## config.mk

```make
export PLATFORM = sky130hd
export DESIGN_NAME = double_ended_queue_flat
export DESIGN_NICKNAME = d
export VERILOG_FILES = /design/src/rtl/deq_pkg.sv /design/src/rtl/deq_if.sv /design/src/rtl/deq_ctrl.sv /design/src/rtl/deq_dp.sv /design/src/rtl/double_ended_queue.sv /design/src/flat_wrapper.sv
export SDC_FILE = /design/constraint.sdc
export NUM_CORES = 1
export LEC_CHECK = 0
export ABC_AREA = 0
export BUFFER_PORTS_ARGS = -buffer_cell sky130_fd_sc_hd__buf_2
export CAP_MARGIN = 0
export CORE_ASPECT_RATIO = 1.25
export CORE_MARGIN = 2
export CORE_UTILIZATION = 40
export DETAILED_ROUTE_END_ITERATION = 12
export PLACE_DENSITY = 0.65
export SYNTH_ARGS = -nofsm -noshare
export SYNTH_HDL_FRONTEND = slang
export SYNTH_SLANG_ARGS = --single-unit
```

## constraint.sdc

```tcl
create_clock -name i_clk -period 11.25 [get_ports i_clk]
set_input_delay 1.6875 -clock i_clk [delete_from_list [all_inputs] [get_ports i_clk]]
set_output_delay 1.6875 -clock i_clk [all_outputs]
set_load 0.05 [all_outputs]
```

## src/rtl/deq_pkg.sv

```systemverilog
// Shared types and codes for the double-ended queue.
`timescale 1ns / 1ps

package deq_pkg;

    typedef enum logic [2:0] {
        REQ_PUSH_FRONT = 3'd0,
        REQ_PUSH_BACK  = 3'd1,
        REQ_POP_FRONT  = 3'd2,
        REQ_POP_BACK   = 3'd3,
        REQ_LIST       = 3'd4
    } t_req;

    typedef enum logic [1:0] {
        ST_OK    = 2'd0,
        ST_EMPTY = 2'd1,
        ST_FULL  = 2'd2
    } t_status;

    typedef enum logic [2:0] {
        OP_NONE,
        OP_PUSH_FRONT,
        OP_PUSH_BACK,
        OP_POP_FRONT,
        OP_POP_BACK,
        OP_LIST_START,
        OP_LIST_NEXT
    } t_op;

    // controller -> datapath
    typedef struct packed {
        t_op     op;
        logic    load;      // load the result register
        t_status status;
        logic    use_rd;    // result value from read data, else zero
        logic    last;
    } t_dp_cmd;

    // datapath -> controller
    typedef struct packed {
        logic empty;
        logic full;
        logic list_last;    // the entry being listed is the back entry
        logic out_free;     // result register can take a new item
    } t_dp_sts;

endpackage

```

## src/rtl/deq_if.sv

```systemverilog
// Request and response channel interfaces of the double-ended queue.
`timescale 1ns / 1ps

interface deq_req_if;
    logic               valid;
    logic               ready;
    logic        [2:0]  req_type;
    logic signed [31:0] push_value;

    modport source (output valid, output req_type, output push_value, input ready);
    modport sink   (input valid, input req_type, input push_value, output ready);
endinterface

interface deq_rsp_if;
    logic               valid;
    logic               ready;
    logic signed [31:0] out_value;
    logic        [1:0]  status;
    logic               last;

    modport source (output valid, output out_value, output status, output last, input ready);
    modport sink   (input valid, input out_value, input status, input last, output ready);
endinterface

```

## src/rtl/deq_ctrl.sv

```systemverilog
// Request sequencer of the double-ended queue.
`timescale 1ns / 1ps

module deq_ctrl import deq_pkg::*; (
    input  logic       i_clk,
    input  logic       i_rst_n,
    input  logic       i_in_valid,
    input  logic [2:0] i_req_type,
    input  t_dp_sts    i_sts,
    output logic       o_in_ready,
    output t_dp_cmd    o_cmd
);

    typedef enum logic [1:0] {
        S_IDLE,
        S_POP,
        S_LIST
    } t_state;

    t_state r_state;
    t_state n_state;
    t_req   w_req;

    assign w_req = t_req'(i_req_type);

    always_comb begin
        n_state    = r_state;
        o_in_ready = 1'b0;
        o_cmd      = '{op: OP_NONE, load: 1'b0, status: ST_OK, use_rd: 1'b0, last: 1'b1};
        case (r_state)
            S_IDLE: begin
                o_in_ready = i_sts.out_free;
                if (i_in_valid && i_sts.out_free) begin
                    case (w_req)
                        REQ_PUSH_FRONT, REQ_PUSH_BACK: begin
                            o_cmd.load = 1'b1;
                            if (i_sts.full) begin
                                o_cmd.status = ST_FULL;
                            end else begin
                                o_cmd.op = (w_req == REQ_PUSH_FRONT) ? OP_PUSH_FRONT
                                                                     : OP_PUSH_BACK;
                            end
                        end
                        REQ_POP_FRONT, REQ_POP_BACK: begin
                            if (i_sts.empty) begin
                                o_cmd.load   = 1'b1;
                                o_cmd.status = ST_EMPTY;
                            end else begin
                                o_cmd.op = (w_req == REQ_POP_FRONT) ? OP_POP_FRONT
                                                                    : OP_POP_BACK;
                                n_state  = S_POP;
                            end
                        end
                        REQ_LIST: begin
                            if (i_sts.empty) begin
                                o_cmd.load   = 1'b1;
                                o_cmd.status = ST_EMPTY;
                            end else begin
                                o_cmd.op = OP_LIST_START;
                                n_state  = S_LIST;
                            end
                        end
                        default: begin
                            // unused codes are swallowed without a result
                        end
                    endcase
                end
            end
            S_POP: begin
                if (i_sts.out_free) begin
                    o_cmd.load   = 1'b1;
                    o_cmd.use_rd = 1'b1;
                    n_state      = S_IDLE;
                end
            end
            S_LIST: begin
                if (i_sts.out_free) begin
                    o_cmd.load   = 1'b1;
                    o_cmd.use_rd = 1'b1;
                    o_cmd.last   = i_sts.list_last;
                    if (i_sts.list_last) begin
                        n_state = S_IDLE;
                    end else begin
                        o_cmd.op = OP_LIST_NEXT;
                    end
                end
            end
            default: begin
                n_state = S_IDLE;
            end
        endcase
    end

    always_ff @(posedge i_clk) begin
        if (!i_rst_n) begin
            r_state <= S_IDLE;
        end else begin
            r_state <= n_state;
        end
    end

    a_load_needs_room: assert property (@(posedge i_clk) disable iff (!i_rst_n)
        o_cmd.load |-> i_sts.out_free)
        else $error("result loaded while the result register is occupied");

    a_list_not_empty: assert property (@(posedge i_clk) disable iff (!i_rst_n)
        (r_state == S_LIST) |-> !i_sts.empty)
        else $error("listing an empty queue");

endmodule

```

## src/rtl/deq_dp.sv

```systemverilog
// Ring buffer storage, pointers and result register of the double-ended queue.
`timescale 1ns / 1ps

module deq_dp import deq_pkg::*; #(
    parameter int DEPTH = 16
) (
    input  logic               i_clk,
    input  logic               i_rst_n,
    input  t_dp_cmd            i_cmd,
    input  logic signed [31:0] i_push_value,
    input  logic               i_out_ready,
    output t_dp_sts            o_sts,
    output logic               o_out_valid,
    output logic signed [31:0] o_out_value,
    output logic        [1:0]  o_out_status,
    output logic               o_out_last
);

    localparam int PW = $clog2(DEPTH);
    localparam int CW = $clog2(DEPTH + 1);
    localparam int SW = CW + 1;
    localparam logic [PW-1:0] LAST_POS = PW'(DEPTH - 1);
    localparam logic [CW-1:0] FULL_CNT = CW'(DEPTH);

    logic signed [31:0] r_mem [DEPTH];

    logic [PW-1:0] r_front, n_front;
    logic [CW-1:0] r_count, n_count;
    logic [PW-1:0] r_list_pos, n_list_pos;
    logic [PW-1:0] r_idx, n_idx;
    logic signed [31:0] r_rd_data;

    logic          w_we, w_re;
    logic [PW-1:0] w_waddr, w_raddr;
    logic [PW-1:0] w_prev_front, w_back_pos, w_tail_pos;

    function automatic logic [PW-1:0] wrap_sum(input logic [SW-1:0] s);
        return (s >= SW'(DEPTH)) ? PW'(s - SW'(DEPTH)) : PW'(s);
    endfunction

    function automatic logic [PW-1:0] step_pos(input logic [PW-1:0] p);
        return (p == LAST_POS) ? '0 : p + PW'(1);
    endfunction

    assign w_prev_front = (r_front == '0) ? LAST_POS : r_front - PW'(1);
    assign w_back_pos   = wrap_sum(SW'(r_front) + SW'(r_count));
    assign w_tail_pos   = wrap_sum(SW'(r_front) + SW'(r_count) - SW'(1));

    assign o_sts.empty     = (r_count == '0);
    assign o_sts.full      = (r_count == FULL_CNT);
    assign o_sts.list_last = ((CW'(r_idx) + CW'(1)) == r_count);
    assign o_sts.out_free  = !o_out_valid || i_out_ready;

    always_comb begin
        w_we       = 1'b0;
        w_re       = 1'b0;
        w_waddr    = w_back_pos;
        w_raddr    = r_front;
        n_front    = r_front;
        n_count    = r_count;
        n_list_pos = r_list_pos;
        n_idx      = r_idx;
        case (i_cmd.op)
            OP_PUSH_FRONT: begin
                w_we    = 1'b1;
                w_waddr = w_prev_front;
                n_front = w_prev_front;
                n_count = r_count + CW'(1);
            end
            OP_PUSH_BACK: begin
                w_we    = 1'b1;
                n_count = r_count + CW'(1);
            end
            OP_POP_FRONT: begin
                w_re    = 1'b1;
                n_front = step_pos(r_front);
                n_count = r_count - CW'(1);
            end
            OP_POP_BACK: begin
                w_re    = 1'b1;
                w_raddr = w_tail_pos;
                n_count = r_count - CW'(1);
            end
            OP_LIST_START: begin
                w_re       = 1'b1;
                n_list_pos = step_pos(r_front);
                n_idx      = '0;
            end
            OP_LIST_NEXT: begin
                w_re       = 1'b1;
                w_raddr    = r_list_pos;
                n_list_pos = step_pos(r_list_pos);
                n_idx      = r_idx + PW'(1);
            end
            default: begin
            end
        endcase
    end

    always_ff @(posedge i_clk) begin
        if (w_we) begin
            r_mem[w_waddr] <= i_push_value;
        end
        if (w_re) begin
            r_rd_data <= r_mem[w_raddr];
        end
    end

    always_ff @(posedge i_clk) begin
        if (!i_rst_n) begin
            r_front     <= '0;
            r_count     <= '0;
            o_out_valid <= 1'b0;
        end else begin
            r_front <= n_front;
            r_count <= n_count;
            if (i_cmd.load) begin
                o_out_valid <= 1'b1;
            end else if (i_out_ready) begin
                o_out_valid <= 1'b0;
            end
        end
    end

    always_ff @(posedge i_clk) begin
        r_list_pos <= n_list_pos;
        r_idx      <= n_idx;
        if (i_cmd.load) begin
            o_out_value  <= i_cmd.use_rd ? r_rd_data : 32'sd0;
            o_out_status <= i_cmd.status;
            o_out_last   <= i_cmd.last;
        end
    end

    a_count_bound: assert property (@(posedge i_clk) disable iff (!i_rst_n)
        r_count <= FULL_CNT)
        else $error("fill count beyond depth");

    a_push_grows: assert property (@(posedge i_clk) disable iff (!i_rst_n)
        (i_cmd.op == OP_PUSH_FRONT || i_cmd.op == OP_PUSH_BACK)
            |-> !o_sts.full ##1 (r_count == $past(r_count) + CW'(1)))
        else $error("push did not add exactly one entry");

    a_pop_shrinks: assert property (@(posedge i_clk) disable iff (!i_rst_n)
        (i_cmd.op == OP_POP_FRONT || i_cmd.op == OP_POP_BACK)
            |-> !o_sts.empty ##1 (r_count == $past(r_count) - CW'(1)))
        else $error("pop did not remove exactly one entry");

endmodule

```

## src/rtl/double_ended_queue.sv

```systemverilog
// Bounded double-ended queue: push/pop at either end, or list front to back.
// A push loads the result register as the request is taken; a pop reads its slot into
// the registered read data, then loads the result register; a listing does so per entry.
// Pushes go one per cycle while the result register is free; reads use the single
// registered read port, and a pop or listing takes no new request until it is done.
// Reset (synchronous, active low) empties the queue; slot contents are not cleared.
`timescale 1ns / 1ps

module double_ended_queue import deq_pkg::*; #(
    parameter int DEPTH = 16
) (
    input  logic      i_clk,
    input  logic      i_rst_n,
    deq_req_if.sink   i_req,
    deq_rsp_if.source o_rsp
);

    t_dp_cmd w_cmd;
    t_dp_sts w_sts;

    deq_ctrl u_ctrl (
        .i_clk      (i_clk),
        .i_rst_n    (i_rst_n),
        .i_in_valid (i_req.valid),
        .i_req_type (i_req.req_type),
        .i_sts      (w_sts),
        .o_in_ready (i_req.ready),
        .o_cmd      (w_cmd)
    );

    deq_dp #(
        .DEPTH (DEPTH)
    ) u_dp (
        .i_clk        (i_clk),
        .i_rst_n      (i_rst_n),
        .i_cmd        (w_cmd),
        .i_push_value (i_req.push_value),
        .i_out_ready  (o_rsp.ready),
        .o_sts        (w_sts),
        .o_out_valid  (o_rsp.valid),
        .o_out_value  (o_rsp.out_value),
        .o_out_status (o_rsp.status),
        .o_out_last   (o_rsp.last)
    );

endmodule
```

## src/flat_wrapper.sv

```systemverilog
// flat-port wrapper written by rule: the top's interface ports become plain ports
module double_ended_queue_flat import deq_pkg::*;
#(
    parameter int DEPTH = 16
)
  (i_clk, i_rst_n, i_req_valid, i_req_req_type, i_req_push_value, i_req_ready, o_rsp_valid, o_rsp_out_value, o_rsp_status, o_rsp_last, o_rsp_ready);
  deq_req_if i_req_i ();
  deq_rsp_if o_rsp_i ();
  input  logic i_clk;
  input  logic i_rst_n;
  input wire logic [$bits(i_req_i.valid)-1:0] i_req_valid;
  input wire logic [$bits(i_req_i.req_type)-1:0] i_req_req_type;
  input wire logic [$bits(i_req_i.push_value)-1:0] i_req_push_value;
  output wire logic [$bits(i_req_i.ready)-1:0] i_req_ready;
  output wire logic [$bits(o_rsp_i.valid)-1:0] o_rsp_valid;
  output wire logic [$bits(o_rsp_i.out_value)-1:0] o_rsp_out_value;
  output wire logic [$bits(o_rsp_i.status)-1:0] o_rsp_status;
  output wire logic [$bits(o_rsp_i.last)-1:0] o_rsp_last;
  input wire logic [$bits(o_rsp_i.ready)-1:0] o_rsp_ready;
  assign i_req_i.valid = i_req_valid;
  assign i_req_i.req_type = i_req_req_type;
  assign i_req_i.push_value = i_req_push_value;
  assign i_req_ready = i_req_i.ready;
  assign o_rsp_valid = o_rsp_i.valid;
  assign o_rsp_out_value = o_rsp_i.out_value;
  assign o_rsp_status = o_rsp_i.status;
  assign o_rsp_last = o_rsp_i.last;
  assign o_rsp_i.ready = o_rsp_ready;
  double_ended_queue #(.DEPTH(DEPTH)) u_core (.i_clk(i_clk), .i_rst_n(i_rst_n), .i_req(i_req_i), .o_rsp(o_rsp_i));
endmodule
```

==> impl_metrics.tcl <==
set metrics [dict create \
    dr.pass1.iters 5 \
    rsz0062_at_grt "false" \
    setup_violations 0 \
    hold_violations 0 \
    drt_wl_total_um 59800 \
    rows 100 \
    hold_buffers 0 \
    grtUsageTotal 0.1891 \
    fillers 5157 \
    synth-main-ff-cell "edfxtp_1" \
    hpwl_um 30080 \
    synth_edf_count 587 \
    rrSetupSlack_ns 6.29 \
    p_seq_frac 0.535 \
    synth_area_um2 24240 \
    drc 0 \
    vias 14620 \
    combPwrFrac 0.109 \
    wl_per_cell_um 22.98 \
    die_height_um 279.3 \
    path_max_fanout 24 \
    yosysSeqAreaShare 0.7370 \
    total_power_uw 4714 \
    clkPwrFrac 0.356 \
    drt_iter0_markers 1635 \
    cts_inserted_buffers 53 \
    period_share 0.4940 \
    period_minus_slack_ns 5.558 \
    gp_congestion 0.8449 \
    numPortBuffers 75 \
    gr-total-overflow 0 \
    netlist_instances 1729 \
    cts.root.buffer_cell "clkbuf_16" \
    synth-async-reset-ratio 0 \
    clock_skew_ns 0.01580 \
    ys_ff_latch 599 \
    cap_violations 0 \
    clk_pin_slew_ns 0.06 \
    crit_path_start_kind "primary input" \
    areaGrowthSynthToFinish_pct 11.83 \
    synth_nets 1786 \
    die-width_um 224.2 \
    synth.area.top_cells "edfxtp_1, nor2_1, mux2i_1" \
    ir_drop_mv 0.1256 \
    clk_path_buf_depth 3 \
    p_switching_uw 1150 \
    initial_core_util 0.4054 \
    power.internal_uw 3564 \
    antenna_found_initial 6 \
    final_cells 2602 \
    cts_sinks 599 \
    p_leak_uw 0.009261 \
    avgSynthCellArea_um2 14.02 \
    yosysWarnings 0 \
    htreeDepth 2 \
    fmax_mhz 179.9 \
    worstMarginPinSlew_ns 1.158 \
    cts_tree "yes" \
    yosys.area.top_type "edfxtp_1" \
    crit_arrival_ns 5.77 \
    grt_pass1_vias 14500 \
    grt_max_degree 88 \
    drive_gt1_frac 0.1200 \
    cts_resized 0 \
    dp.cells 2508 \
    vias_per_cell 5.618 \
    nNetsFinal 1855 \
    worstSetupPathType "primary input to flip-flop" \
    grt_pass1_wl_um 89090 \
    ant_nets 0 \
    outcome "finished, final reports clean" \
    slew_headroom 0.2278 \
    setup_tns_ns 0 \
    ioPinCount 76 \
    p_per_area_nw_per_um2 173.9 \
    switching_share 0.2440 \
    core_area_um2 59810 \
    clk_latency_ns 0.58 \
    end_kind "flip-flop" \
    die-area_um2 62610 \
    synth_top_area_frac 0.7270 \
    drv_slew 0 \
    post_cts_buffers 0 \
    hp-class "flip-flop to flip-flop" \
    crit_required_ns 11.47 \
    synth_cell_type_count 64 \
]
## Yosys cell counts, types with 10 or more instances
master,count
o21ai_1,35
clkbuf_1,33
edfxtp_1,587
a32oi_1,45
inv_1,10
nor3_1,12
nor2_1,270
dfxtp_1,12
and3_1,32
nand3_1,40
xnor2_1,14
a31oi_1,21
o21ai_0,63
a21oi_1,17
ha_1,16
o22ai_1,18
buf_2,46
a221oi_1,14
nand2_1,227
o2bb2ai_1,14
mux2i_1,94
## registers in the layout, summed over array words and instances (netlist names)
signal and flops:
u_core.u_ctrl.r_state 2, u_core.u_dp.o_out_last 1, u_core.u_dp.o_out_status 2, u_core.u_dp.o_out_valid 1, u_core.u_dp.o_out_value 32, u_core.u_dp.r_count 5, u_core.u_dp.r_front 4, u_core.u_dp.r_idx 4
u_core.u_dp.r_list_pos 4, u_core.u_dp.r_mem 512, u_core.u_dp.r_rd_data 32
## area by class of cell
cell class	instances	area (um2)	area share
diodes	3	7.507	0.0002769
clock buffers	69	1386	0.05113
inverters	11	41.29	0.001523
well taps	765	957.2	0.03530
multi-input cells	1023	6056	0.2234
flip-flops and latches	599	17870	0.6590
clock inverters	22	160.2	0.005907
repair buffers	110	638.1	0.02353
## cell families after synthesis
group | Yosys count | share of synthesized area
xor+xnor | 22 | 0.007948
compound gates | 266 | 0.07581
buf+inv | 107 | 0.02245
mux | 95 | 0.03927
flops | 599 | 0.7370
fa+ha+maj | 18 | 0.009909
simple gates | 622 | 0.1077
## power groups by stage
stage / Combinational, uW / Sequential, uW / Clock (uW)
global route: 557 / 2530 / 1780
floorplan: 302 / 2610 / 0
CTS: 517 / 2520 / 1710
global placement: 504 / 2570 / 0
finish: 514 / 2520 / 1680
detailed placement: 515 / 2570 / 0
## placed cells by master (no fill, tap or decap), types with 16 or more instances in the layout
cell type / synthesis / routed
and3_1: 32 / 32
clkbuf_1: 33 / 16
nor2_1: 270 / 257
o22ai_1: 18 / 17
ha_1: 16 / 16
clkbuf_16: 0 / 53
edfxtp_1: 587 / 587
o21ai_0: 63 / 62
mux2i_1: 94 / 94
a21oi_1: 17 / 17
buf_2: 46 / 75
nand2_1: 227 / 227
a31oi_1: 21 / 21
nand3_1: 40 / 40
buf_4: 6 / 35
o21ai_1: 35 / 34
a32oi_1: 45 / 45
## worst max-delay path, stage by stage
cell	delay [ns]
buf_2	0.15
a2111oi_0	0.54
nand2_1	0.30
or3_1	0.60
o21ai_0	0.65
nand2_1	0.36
nor3_2	0.90
buf_4	0.57
## final timing paths
kind,start,cells past startpoint,endpoint
hold / removal,u_core.u_dp.r_rd_data[22]$_DFFE_PP_,1,u_core.u_dp.o_out_value[22]$_SDFFCE_PN0P_
setup reg to reg,u_core.u_ctrl.r_state[0]$_SDFFE_PN0P_,10,u_core.u_dp.r_mem[3][27]$_DFFE_PP_
setup / recovery,i_req_req_type[1],8,u_core.u_dp.r_mem[3][27]$_DFFE_PP_
hold reg to reg,u_core.u_dp.r_rd_data[22]$_DFFE_PP_,1,u_core.u_dp.o_out_value[22]$_SDFFCE_PN0P_
## per-stage QoR
step                      setup slack [ns]  cell area [um2]  utilization  hold slack (ns)
after detailed placement             5.176            25560       0.4274           0.5385
after CTS                            5.718            27110       0.4532           0.5477
final                                5.692            27110       0.4533           0.5515
after global routing                 5.508            27110       0.4533           0.5773
after global placement               5.392            25560       0.4274           0.5426
after floorplan                      5.018            24240            -           0.5238
## routing by layer
layer,up-vias,wire [um],global-route usage
li1,6567,-,-
met3,131,4359,0.02536
met5,-,38,0
met4,6,2245,0.07472
met2,581,29160,0.3203
met1,7333,23990,0.2471
(Power assumes the default switching activity.)
